### config.mk
export PLATFORM = sky130hd
export DESIGN_NAME = caseless_pad_space_compare_flat
export DESIGN_NICKNAME = d
export VERILOG_FILES = /design/src/design/cpsc_pkg.sv /design/src/design/cpsc_if.sv /design/src/design/caseless_pad_space_compare.sv /design/src/design/cpsc_fold_diff.sv /design/src/design/cpsc_decide.sv /design/src/flat_wrapper.sv
export SDC_FILE = /design/constraint.sdc
export NUM_CORES = 1
export LEC_CHECK = 0
export ABC_AREA = 1
export BUFFER_PORTS_ARGS = -buffer_cell sky130_fd_sc_hd__buf_4
export CAP_MARGIN = 10
export CORE_MARGIN = 2
export CORE_UTILIZATION = 50
export CTS_CLUSTER_SIZE = 16
export DETAILED_ROUTE_END_ITERATION = 10
export PLACE_DENSITY = 0.83
export SYNTH_ARGS = -nofsm -noshare
export SYNTH_HDL_FRONTEND = slang
export SYNTH_HIERARCHICAL = 1
export SYNTH_SLANG_ARGS = --single-unit
export TNS_END_PERCENT = 30
### constraint.sdc
create_clock -name clk -period 2.4 [get_ports clk]
set_input_delay 0.24 -clock clk [delete_from_list [all_inputs] [get_ports clk]]
set_output_delay 0.24 -clock clk [all_outputs]
set_load 0.02 [all_outputs]
### src/design/cpsc_pkg.sv
// shared types and constants for the caseless pad-space string compare
`default_nettype none

package cpsc_pkg;

  // byte and difference widths
  localparam int unsigned ByteW = 8;
  localparam int unsigned DiffW = 9;

  // character codes used by the fold
  localparam logic [ByteW-1:0] PadByte    = 8'h20;
  localparam logic [ByteW-1:0] LowerFirst = 8'h61;
  localparam logic [ByteW-1:0] LowerLast  = 8'h7A;
  localparam logic [ByteW-1:0] CaseShift  = 8'h20;

  typedef logic [ByteW-1:0]        byte_t;
  typedef logic signed [DiffW-1:0] diff_t;

  // one position handed from the input stage to the decision logic
  typedef struct packed {
    logic  valid;
    logic  last;
    diff_t diff;
  } step_t;

  // fold one side: pad with space when absent, lowercase to uppercase
  function automatic byte_t fold_byte(input logic has, input byte_t value);
    byte_t c;
    c = value;
    if (!has) begin
      c = PadByte;
    end else if (value >= LowerFirst && value <= LowerLast) begin
      c = value - CaseShift;
    end
    return c;
  endfunction

endpackage

`default_nettype wire

### src/design/cpsc_if.sv
// valid/ready channel interfaces for position beats and result beats
`default_nettype none

interface cpsc_in_if;
  logic             valid;
  logic             ready;
  cpsc_pkg::byte_t  byte_a;
  logic             has_a;
  cpsc_pkg::byte_t  byte_b;
  logic             has_b;
  logic             last_pos;

  modport source (output valid, byte_a, has_a, byte_b, has_b, last_pos, input ready);
  modport sink   (input valid, byte_a, has_a, byte_b, has_b, last_pos, output ready);
endinterface

interface cpsc_out_if;
  logic            valid;
  logic            ready;
  cpsc_pkg::diff_t difference;

  modport source (output valid, difference, input ready);
  modport sink   (input valid, difference, output ready);
endinterface

`default_nettype wire

### src/design/caseless_pad_space_compare.sv
// top level of the caseless pad-space string compare
// Takes one position of two strings per beat (a byte and a present flag for
// each side, plus a last-position mark) and returns one signed 9-bit result
// beat for each comparison: the first nonzero difference of the uppercase
// folded bytes, a minus b, with an absent byte read as a space, or zero when
// the strings match. A position beat is accepted every cycle, and input flow
// stops only while a last position waits on a full result register that the
// sink is not draining. Each beat is held in the input register, where the
// fold, subtract and latch act on it, and the result of a last position is
// then taken into the output register.
`default_nettype none

module caseless_pad_space_compare (
  input wire logic   clk,
  input wire logic   rst,
  cpsc_in_if.sink    item,
  cpsc_out_if.source result
);

  logic            stage_valid;
  cpsc_pkg::byte_t stage_byte_a;
  logic            stage_has_a;
  cpsc_pkg::byte_t stage_byte_b;
  logic            stage_has_b;
  logic            stage_last;
  logic            advance;
  logic            result_free;
  logic            decided;
  cpsc_pkg::diff_t diff;
  cpsc_pkg::step_t step;

  // stage moves on unless a last position is blocked by the result register
  assign advance    = stage_valid && (!stage_last || result_free);
  assign item.ready = !stage_valid || advance;

  // input register
  always_ff @(posedge clk) begin
    if (rst) begin
      stage_valid <= 1'b0;
    end else if (item.ready) begin
      stage_valid <= item.valid;
    end
  end

  always_ff @(posedge clk) begin
    if (item.ready && item.valid) begin
      stage_byte_a <= item.byte_a;
      stage_has_a  <= item.has_a;
      stage_byte_b <= item.byte_b;
      stage_has_b  <= item.has_b;
      stage_last   <= item.last_pos;
    end
  end

  cpsc_fold_diff u_fold_diff (
    .byte_a (stage_byte_a),
    .has_a  (stage_has_a),
    .byte_b (stage_byte_b),
    .has_b  (stage_has_b),
    .diff   (diff)
  );

  // position handed to the decision logic
  assign step.valid = advance;
  assign step.last  = stage_last;
  assign step.diff  = diff;

  cpsc_decide u_decide (
    .clk          (clk),
    .rst          (rst),
    .step         (step),
    .result_ready (result.ready),
    .result_valid (result.valid),
    .result_diff  (result.difference),
    .result_free  (result_free),
    .decided      (decided)
  );

  // a stalled stage keeps its beat
  assert property (@(posedge clk) disable iff (rst)
    stage_valid && !advance |=> stage_valid)
    else $error("input stage dropped a stalled beat");

  // a last position that advances always produces a result beat
  assert property (@(posedge clk) disable iff (rst)
    advance && stage_last |=> result.valid)
    else $error("last position gave no result beat");

  // the decision only sets on a position that moved and was not last
  assert property (@(posedge clk) disable iff (rst)
    $rose(decided) |-> $past(advance) && !$past(stage_last))
    else $error("decision set without an advancing position");

  // a waiting result is never overwritten by a new one
  assert property (@(posedge clk) disable iff (rst)
    result.valid && !result.ready |-> !(advance && stage_last))
    else $error("result overwritten while stalled");

endmodule

`default_nettype wire

### src/design/cpsc_fold_diff.sv
// folds both bytes of one position and forms the signed difference
`default_nettype none

module cpsc_fold_diff (
  input  wire cpsc_pkg::byte_t byte_a,
  input  wire logic            has_a,
  input  wire cpsc_pkg::byte_t byte_b,
  input  wire logic            has_b,
  output cpsc_pkg::diff_t      diff
);

  cpsc_pkg::byte_t fa;
  cpsc_pkg::byte_t fb;

  // case fold with space padding
  assign fa = cpsc_pkg::fold_byte(has_a, byte_a);
  assign fb = cpsc_pkg::fold_byte(has_b, byte_b);

  // zero-extended subtract, range -255..255 fits in 9 bits
  assign diff = cpsc_pkg::diff_t'({1'b0, fa}) - cpsc_pkg::diff_t'({1'b0, fb});

endmodule

`default_nettype wire

### src/design/cpsc_decide.sv
// latches the first nonzero difference and holds the result register
`default_nettype none

module cpsc_decide (
  input  wire logic            clk,
  input  wire logic            rst,
  input  wire cpsc_pkg::step_t step,
  input  wire logic            result_ready,
  output logic                 result_valid,
  output cpsc_pkg::diff_t      result_diff,
  output logic                 result_free,
  output logic                 decided
);

  cpsc_pkg::diff_t held_difference;
  cpsc_pkg::diff_t held_next;
  logic            take_new;

  // first nonzero difference wins
  assign take_new  = !decided && (step.diff != '0);
  assign held_next = take_new ? step.diff : held_difference;

  // result register can take a beat when empty or draining
  assign result_free = !result_valid || result_ready;

  // comparison state, cleared after the last position
  always_ff @(posedge clk) begin
    if (rst) begin
      decided         <= 1'b0;
      held_difference <= '0;
    end else if (step.valid) begin
      if (step.last) begin
        decided         <= 1'b0;
        held_difference <= '0;
      end else begin
        decided         <= decided || take_new;
        held_difference <= held_next;
      end
    end
  end

  // result register
  always_ff @(posedge clk) begin
    if (rst) begin
      result_valid <= 1'b0;
    end else if (step.valid && step.last) begin
      result_valid <= 1'b1;
    end else if (result_ready) begin
      result_valid <= 1'b0;
    end
  end

  always_ff @(posedge clk) begin
    if (step.valid && step.last) begin
      result_diff <= held_next;
    end
  end

endmodule

`default_nettype wire
### src/flat_wrapper.sv
// flat-port wrapper written by rule: the top's interface ports become plain ports
module caseless_pad_space_compare_flat 
  (clk, rst, item_valid, item_byte_a, item_has_a, item_byte_b, item_has_b, item_last_pos, item_ready, result_valid, result_difference, result_ready);
  cpsc_in_if item_i ();
  cpsc_out_if result_i ();
  input wire logic clk;
  input wire logic rst;
  input wire logic [$bits(item_i.valid)-1:0] item_valid;
  input wire logic [$bits(item_i.byte_a)-1:0] item_byte_a;
  input wire logic [$bits(item_i.has_a)-1:0] item_has_a;
  input wire logic [$bits(item_i.byte_b)-1:0] item_byte_b;
  input wire logic [$bits(item_i.has_b)-1:0] item_has_b;
  input wire logic [$bits(item_i.last_pos)-1:0] item_last_pos;
  output wire logic [$bits(item_i.ready)-1:0] item_ready;
  output wire logic [$bits(result_i.valid)-1:0] result_valid;
  output wire logic [$bits(result_i.difference)-1:0] result_difference;
  input wire logic [$bits(result_i.ready)-1:0] result_ready;
  assign item_i.valid = item_valid;
  assign item_i.byte_a = item_byte_a;
  assign item_i.has_a = item_has_a;
  assign item_i.byte_b = item_byte_b;
  assign item_i.has_b = item_has_b;
  assign item_i.last_pos = item_last_pos;
  assign item_ready = item_i.ready;
  assign result_valid = result_i.valid;
  assign result_difference = result_i.difference;
  assign result_i.ready = result_ready;
  caseless_pad_space_compare u_core (.clk(clk), .rst(rst), .item(item_i), .result(result_i));
endmodule
==> results of run 1 <==
[critical path, stage by stage (launching register included)]
cell,delay (ns)
sky130_fd_sc_hd__edfxtp_1,0.42
sky130_fd_sc_hd__buf_4,0.15
sky130_fd_sc_hd__nand2_1,0.04
sky130_fd_sc_hd__inv_1,0.04
sky130_fd_sc_hd__ha_1,0.19
sky130_fd_sc_hd__fa_2,0.38
sky130_fd_sc_hd__o21ai_4,0.21
sky130_fd_sc_hd__nand2_2,0.08
sky130_fd_sc_hd__nand3_1,0.09
sky130_fd_sc_hd__nand2_1,0.12
sky130_fd_sc_hd__nor2_4,0.17
sky130_fd_sc_hd__nand3_4,0.12
sky130_fd_sc_hd__o21bai_4,0.22
sky130_fd_sc_hd__nand2_1,0.12
sky130_fd_sc_hd__and2_1,0.16
[cell usage in the layout (no fill, tap or decap), types with 2 or more instances in the layout]
| cell | count |
|---|---|
| sky130_fd_sc_hd__nand3_1 | 20 |
| sky130_fd_sc_hd__dfxtp_1 | 12 |
| sky130_fd_sc_hd__nor2_2 | 5 |
| sky130_fd_sc_hd__xor2_1 | 2 |
| sky130_fd_sc_hd__ha_1 | 7 |
| sky130_fd_sc_hd__nor2_4 | 5 |
| sky130_fd_sc_hd__clkbuf_8 | 6 |
| sky130_fd_sc_hd__o21bai_4 | 2 |
| sky130_fd_sc_hd__clkinv_1 | 2 |
| sky130_fd_sc_hd__nand2_4 | 2 |
| sky130_fd_sc_hd__nand2_2 | 6 |
| sky130_fd_sc_hd__nand3_2 | 7 |
| sky130_fd_sc_hd__edfxtp_1 | 28 |
| sky130_fd_sc_hd__inv_1 | 51 |
| sky130_fd_sc_hd__nor2_1 | 7 |
| sky130_fd_sc_hd__nand4_1 | 3 |
| sky130_fd_sc_hd__inv_2 | 2 |
| sky130_fd_sc_hd__and2_1 | 8 |
| sky130_fd_sc_hd__buf_4 | 58 |
| sky130_fd_sc_hd__ha_4 | 3 |
| sky130_fd_sc_hd__xnor2_1 | 2 |
| sky130_fd_sc_hd__a21oi_1 | 11 |
| sky130_fd_sc_hd__a21oi_2 | 7 |
| sky130_fd_sc_hd__nand3b_1 | 2 |
| sky130_fd_sc_hd__nand2_1 | 59 |
[stage by stage]
stage / hold slack, ns / area, sq um / utilization, % / worst slack, ns / setup TNS [ns]
after global placement: 0.418 / 2680 / 62.4 / -0.280 / -3.73
final: 0.115 / 3010 / 70.0 / -0.328 / -4.28
after global routing: 0.104 / 3010 / 70.0 / -0.486 / -7.72
after detailed placement: 0.419 / 2680 / 62.4 / -0.378 / -5.42
after CTS: 0.107 / 2910 / 67.7 / -0.201 / -1.96
after floorplan: 0.302 / 2220 / - / -0.0755 / -0.680
[report_power, final]
group	switching [mW]	leakage, nW	internal (mW)
registers	0.0228	0.367	0.786
clock network	0.234	0.0570	0.293
logic	0.270	0.988	0.221
[logic make-up (layout without fill, tap and decap cells)]
| logic type | Yosys count | in the layout | synth area share, % |
|---|---|---|---|
| AO/OA/AOI/OAI | 25 | 26 | 7.13 |
| XOR/XNOR | 4 | 4 | 1.58 |
| adder cells (fa/ha/maj) | 11 | 11 | 6.56 |
| buffers and inverters | 57 | 120 | 9.68 |
| flip-flops | 40 | 40 | 48.9 |
| AND/OR/NAND/NOR | 127 | 127 | 26.1 |
[path summary, 6_finish.rpt]
path                                              to  depth (start not counted)                                from
hold / removal                u_core/stage_byte_b[6]                          1                      item_byte_b[6]
hold reg to reg   u_core/u_decide/held_difference[0]                          2  u_core/u_decide/held_difference[0]
setup reg to reg      u_core/u_decide/result_diff[5]                         14              u_core/stage_byte_b[0]
setup / recovery      u_core/u_decide/result_diff[5]                         14              u_core/stage_byte_b[0]
[state kept, by name (all words and copies together), names as in the netlist]
register / cells
u_core/stage_has_a: 1
u_core/u_decide/decided: 1
u_core/stage_byte_b: 8
u_core/u_decide/result_diff: 9
u_core/stage_has_b: 1
u_core/stage_byte_a: 8
u_core/u_decide/held_difference: 9
u_core/stage_last: 1
u_core/u_decide/result_valid: 1
u_core/stage_valid: 1
[final cells by class]
type / instances / area (sq um) / share of cell area [%]
repair buffers: 58 / 435 / 14.5
clock inverters: 1 / 3.75 / 0.125
multi-input cells: 168 / 1110 / 37.0
flip-flops and latches: 40 / 1080 / 36.0
well taps: 52 / 65.1 / 2.16
inverters: 54 / 203 / 6.74
clock buffers: 7 / 108 / 3.58
[routing by layer]
metal	part of all wire, %	vias up	track usage, %
met5	0	-	0
met4	3.2	0	7.91
met3	5.1	18	4.18
met2	51	70	35.4
met1	41	913	24.4
li1	-	967	-
[what timing repair did]
item,CTS,global route
pin swaps,14,11
gates resized for setup,17,24
gates cloned,1,0
setup endpoints to repair,19,19
buffers inserted,2,1
hold buffers,0,0
==> key figures, run 1 <==
Status
  • Status: complete, but fails checks
  • Violated checks: negative setup slack

Die
  • Initial cell density of the core: 51.5%
  • Die outline area: about 5000 sq um
  • Total number of placement rows: 24
  • Width of the die: a little over 70 um
  • Std-Cell Core Area: about 4300 sq um
  • IO Pins: 34
  • Y dimension of the die: 70.5 um

STA
  • Slew Limit Headroom: 52.2%
  • Tmin final: between 2 and 3 ns
  • Fmax: 367 MHz
  • Transition time at the pin with the least slew margin: 0.716 ns
  • Setup slack of the critical path after layout: -0.328 ns
  • Count of final hold-check violations: 0
  • Setup violations, final: 19
  • Max-slew violations: 0
  • Final worst path period share: 114%
  • Worst clock skew: approximately 0.0072 ns
  • RSZ-0062 raised after global routing: yes

Clocking
  • Deepest clock path buffer count: 2
  • TritonCTS sink count: 40
  • Root buf cell: sky130_fd_sc_hd__clkbuf_8
  • H-tree levels: 2
  • Total CTS buffers: 5
  • Clock network latency to the later pin of the worst-skew pair: around 0.3 ns
  • TritonCTS clock tree: yes
  • Clock transition at the registers of the reported paths: roughly 0.080 ns

Detailed routing
  • Via count: approximately 2000
  • Routed wire length: approximately 5200 um
  • Detailed-route vias per instance: 5.18
  • DRT iter0 DRCs: roughly 180
  • Count of antenna-violating nets left after detailed routing: 0
  • Number of iterations in the first detailed-routing pass: 5
  • Post-route DRC violation count: 0
  • Average routed wire per standard cell: roughly 14 um

Global routing
  • Total congestion overflow after global routing: 0
  • Largest net degree at the start of global routing: 20
  • Number of global-route vias before repair: between 1500 and 2000
  • Wire length of the first global-routing pass: 7980 um
  • All-layer global routing usage: slightly above 20%
  • Initial antenna violation count: 0

Setup path
  • R2R setup slack: -0.33 ns
  • Type of the worst setup path: register to register
  • CP startpoint kind: register
  • Crit path DAT: roughly 2.8 ns
  • Data required time at the worst endpoint: 2.46 ns
  • Maximum fanout along the worst path: 5
  • Kind of end point of the critical path: register

Pwr
  • Maximum vdd ir drop: 0.000407 V
  • Power Dens Cells: between 600 and 700 nW/um^2
  • Post-layout power: 1.83 mW
  • Leakage power summed over all cells: ~1.4 nW

Synth
  • Flop and latch count out of synthesis: 40
  • Post-synthesis cell type count: 29
  • Area leader, netlist: sky130_fd_sc_hd__edfxtp_1
  • Most frequent cells after synthesis: sky130_fd_sc_hd__nand2_1, sky130_fd_sc_hd__inv_1, sky130_fd_sc_hd__edfxtp_1
  • Synthesized area: about 2200 sq um
  • Top_reg_cell synth: sky130_fd_sc_hd__edfxtp_1
  • FFs w/ async S/R, synth: 0%
  • Leading post-synthesis cells by cell area: sky130_fd_sc_hd__edfxtp_1, sky130_fd_sc_hd__nand2_1, sky130_fd_sc_hd__dfxtp_1
  • Register area share after synthesis: 48.9%
  • Most frequent cell after synthesis: sky130_fd_sc_hd__nand2_1
  • Top cell type's share of synthesized area: 38.0%
  • EDFF count, synth: 28
  • Cell count after synthesis: between 200 and 300
  • Net count after synthesis: between 200 and 300
  • Yosys Warn Count: 6
  • Post-Synthesis Mean Instance Area: approximately 8.4 sq um

Final layout
  • Total number of nets in the final design: between 300 and 400
  • Area delta synth->final: 36.0%
  • Fraction of layout cells with a size suffix above 1: about a third
  • Number of fill cells in the layout: 296
  • Antenna fix cells: 0
  • Non-filler cells in the finished layout: between 300 and 400

Place
  • Weighted congestion reported at the end of routability-driven placement: around 0.83
  • Total half-perimeter wirelength after legalization and detailed placement: 3160 um
  • Number of input and output port buffers inserted: 33
  • Placed cells: approximately 370

Worst hold path
  • HP Class: input port to register

Flow run
  • Max Cap Viol: 0
No activity file was read; power rests on OpenSTA's default activity.
==> run 2, diff against run 1 <==
--- a/config.mk
+++ b/config.mk
@@ -6,15 +6,14 @@
 export NUM_CORES = 1
 export LEC_CHECK = 0
 export ABC_AREA = 1
-export BUFFER_PORTS_ARGS = -buffer_cell sky130_fd_sc_hd__buf_4
 export CAP_MARGIN = 10
 export CORE_MARGIN = 2
 export CORE_UTILIZATION = 50
 export CTS_CLUSTER_SIZE = 16
 export DETAILED_ROUTE_END_ITERATION = 10
-export PLACE_DENSITY = 0.83
+export DONT_BUFFER_PORTS = 1
+export PLACE_DENSITY = 0.77
 export SYNTH_ARGS = -nofsm -noshare
 export SYNTH_HDL_FRONTEND = slang
-export SYNTH_HIERARCHICAL = 1
 export SYNTH_SLANG_ARGS = --single-unit
 export TNS_END_PERCENT = 30
==> run 2 against run 1 <==
Against the previous run: hold slack worse by 0.11 ns; cell count down 13%; critical endpoint is now u_core.u_decide.result_diff[1]; clock power is 21% lower; total power decreased by 12%; setup slack improved by 0.051 ns; combinational power decreased by 25%; synthesized cell count is 6.1% lower; die area down 1.7%; the flow still finishes with violations (negative setup slack); synthesized area is 1.8% lower.
==> key figures, run 2 <==
Status
  • Status: complete, but fails checks
  • Violated checks: negative setup slack

Place
  • Weighted congestion reported at the end of routability-driven placement: between 0.7 and 0.8
  • Post-Place Worst Slack: -0.328 ns
  • Number of input and output port buffers inserted: 0
  • Placed cells: between 300 and 400
  • Area of placed instances: ~2400 sq um
  • Total half-perimeter wirelength after legalization and detailed placement: approximately 2800 um

Detailed routing
  • Routed wire length: ~4100 um
  • Met1 WL: ~1900 um
  • Detailed-route vias per instance: just over 5
  • Via count: 1666
  • Met2 Wirelength: 1980 um
  • Post-route DRC violation count: 0
  • DRT iter0 DRCs: 87
  • Uppermost layer routed: met4
  • Count of antenna-violating nets left after detailed routing: 0
  • Number of iterations in the first detailed-routing pass: 7
  • Average routed wire per standard cell: 12.3 um
  • Met3 Routed Length: approximately 150 um

Global routing
  • Initial antenna violation count: 0
  • All-layer global routing usage: between 15 and 20%
  • Number of global-route vias before repair: 1506
  • Wire length of the first global-routing pass: 6440 um
  • Largest net degree at the start of global routing: 20
  • Total congestion overflow after global routing: 0

Synth
  • EDFF count, synth: 28
  • Adder-Cell Fraction of Synth Area: ~6.7%
  • Simple-Gate Fraction of Synth Area: roughly 30%
  • Flop and latch count out of synthesis: 40
  • Post-synthesis cell type count: 30
  • Post-Synthesis Mean Instance Area: slightly below 9 sq um
  • Xor-xnor portion of the synthesized cell area: less than 1%
  • Synth Area in Compound Gates: between 6 and 7%
  • Top_reg_cell synth: sky130_fd_sc_hd__edfxtp_1
  • Synthesized area: between 2000 and 2500 sq um
  • Main combinational cell family by area after synthesis: simple AND/OR/NAND/NOR gates
  • FFs w/ async S/R, synth: 0%
  • Most frequent cells after synthesis: sky130_fd_sc_hd__nand2_1, sky130_fd_sc_hd__inv_1, sky130_fd_sc_hd__edfxtp_1
  • Top cell type's share of synthesized area: ~39%
  • Most frequent cell after synthesis: sky130_fd_sc_hd__nand2_1
  • Yosys Warn Count: 0
  • Multiplexer area fraction after synthesis: 0%
  • Area leader, netlist: sky130_fd_sc_hd__edfxtp_1
  • Register area share after synthesis: about half
  • Cell count after synthesis: roughly 250
  • Net count after synthesis: between 200 and 300
  • Leading post-synthesis cells by cell area: sky130_fd_sc_hd__edfxtp_1, sky130_fd_sc_hd__dfxtp_1, sky130_fd_sc_hd__nand2_1

Pwr
  • Post-layout power: between 1.5 and 2 mW
  • Gate power share: a little under a quarter
  • Switching part of the total: between 20 and 30%
  • Switch Pwr: between 0.4 and 0.5 mW
  • Leakage power summed over all cells: about 1.2 nW
  • Fraction of power consumed by sequential logic: roughly half
  • Maximum vdd ir drop: ~0.00057 V
  • Power Dens Cells: between 600 and 700 nW/um^2
  • Clock share of power: between 20% and 30%
  • Internal power: 1.16 mW

Clocking
  • Root buf cell: sky130_fd_sc_hd__clkbuf_8
  • TritonCTS sink count: 40
  • Total CTS buffers: 5
  • Clock network latency to the later pin of the worst-skew pair: 0.29 ns
  • H-tree levels: 2
  • Number of hold-repair buffers added at the cts stage: 1
  • TritonCTS clock tree: yes
  • Clock transition at the registers of the reported paths: 0.07 ns
  • Deepest clock path buffer count: 2

STA
  • Max-slew violations: 0
  • Transition time at the pin with the least slew margin: about 0.64 ns
  • Fmax: around 370 MHz
  • Worst clock skew: 0.00811 ns
  • Minimum hold slack: about 0.0025 ns
  • Count of final hold-check violations: 0
  • Slew Limit Headroom: a little under three fifths
  • Final worst path period share: 112%
  • Tmin final: between 2 and 3 ns
  • Setup slack of the critical path after layout: -0.277 ns
  • RSZ-0062 raised after global routing: yes
  • Setup violations, final: 19

Setup path
  • Type of the worst setup path: register to register
  • CP startpoint kind: register
  • Crit path DAT: 2.73 ns
  • Data required time at the worst endpoint: around 2.5 ns
  • Maximum fanout along the worst path: 4
  • Kind of end point of the critical path: register

Final layout
  • Number of fill cells in the layout: roughly 320
  • Most common cell after layout, fill and taps aside: sky130_fd_sc_hd__nand2_1
  • Area delta synth->final: 22.0%
  • Non-filler cells in the finished layout: roughly 330
  • Antenna fix cells: 0
  • Most frequent cells in the layout: sky130_fd_sc_hd__nand2_1, sky130_fd_sc_hd__inv_1, sky130_fd_sc_hd__edfxtp_1
  • Fraction of layout cells with a size suffix above 1: a little over a quarter
  • Cell area after layout: ~2600 sq um
  • Total number of nets in the final design: 314
  • Top Registers: u_core.u_decide.held_difference x9, u_core.u_decide.result_diff x9

Die
  • IO Pins: 34
  • Std-Cell Core Area: 4090 sq um
  • Total number of placement rows: 23
  • Die outline area: about 4900 sq um
  • Initial cell density of the core: 53.1%
  • Width of the die: around 70 um
  • Y dimension of the die: around 70 um

Flow run
  • Max Cap Viol: 0

Worst hold path
  • HP Class: input port to register
==> run 2: cell count changes in the layout (fill, tap and decap cells not counted), sizes merged, moves of 2 or more <==
cell,before,now
a21oi,18,16
buf,58,25
inv,53,40
nand3b,2,5
nand4,3,1
nor2,17,12
nor3,1,6
or2,0,2
xnor2,2,0
==> run 2: critical path, cell delays in order (launching register included) <==
cell and delay (ns):
sky130_fd_sc_hd__edfxtp_1 0.43, sky130_fd_sc_hd__a21oi_2 0.16, sky130_fd_sc_hd__nand3b_1 0.14, sky130_fd_sc_hd__nand3_1 0.11, sky130_fd_sc_hd__nor2_1 0.12, sky130_fd_sc_hd__o21ai_1 0.09
sky130_fd_sc_hd__ha_1 0.35, sky130_fd_sc_hd__inv_1 0.07, sky130_fd_sc_hd__nor3_1 0.12, sky130_fd_sc_hd__nand3_1 0.09, sky130_fd_sc_hd__o211ai_1 0.19, sky130_fd_sc_hd__nand3_4 0.20
sky130_fd_sc_hd__nand2_4 0.15, sky130_fd_sc_hd__nand2_2 0.08, sky130_fd_sc_hd__and2_4 0.13
==> run 2: final cells by class <==
cell class | instances | area, sq um | area share [%]
inverters | 41 | 154 | 5.81
well taps | 50 | 62.6 | 2.36
clock inverters | 1 | 5.00 | 0.189
clock buffers | 7 | 76.3 | 2.88
multi-input cells | 166 | 1060 | 40.2
repair buffers | 26 | 205 | 7.75
flip-flops and latches | 40 | 1080 | 40.8
==> run 2: power groups by stage <==
stage | Clock [mW] | Sequential, mW | Combinational (mW)
2_1_floorplan | 0 | 0.827 | 0.230
3_3_place_gp | 0 | 0.831 | 0.296
3_5_place_dp | 0 | 0.831 | 0.305
4_1_cts | 0.425 | 0.817 | 0.335
5_1_grt | 0.455 | 0.822 | 0.409
6_report | 0.417 | 0.818 | 0.367
==> run 2: worst paths after layout <==
kind                                            from                                 end  slack [ns]  cells after the start
hold reg to reg   u_core.u_decide.held_difference[6]  u_core.u_decide.held_difference[6]        0.46                      2
setup / recovery              u_core.stage_byte_b[1]      u_core.u_decide.result_diff[1]       -0.28                     14
setup reg to reg              u_core.stage_byte_b[1]      u_core.u_decide.result_diff[1]       -0.28                     14
hold / removal                                   rst  u_core.u_decide.held_difference[0]       0.002                      1
==> run 2: repair_timing <==
action,CTS,global route
setup endpoints to repair,19,19
setup buffers,4,5
gates cloned,1,0
endpoints found under the hold margin,1,7
pin swaps,11,20
resized for setup,11,16
==> run 2: metal layers <==
layer / up-vias / global-route usage, %
li1: 874 / -
met1: 745 / 22.5
met2: 40 / 27.0
met3: 7 / 4.33
met4: 0 / 4.49
met5: - / 0
==> run 2: cells by family (layout without fill, tap and decap cells) <==
family	after synthesis	after routing
flip-flops	40	40
XOR/XNOR	1	1
buffers and inverters	43	75
AND/OR/NAND/NOR	130	131
adder cells (fa/ha/maj)	11	11
AO/OA/AOI/OAI	23	23
==> run 2: metrics by stage <==
stage               utilization [%]  setup TNS (ns)
floorplan                         -          -0.626
global placement               58.3           -3.80
detailed placement             58.3           -5.49
CTS                            62.3           -4.29
global route                   64.8           -8.34
finish                         64.8           -4.63
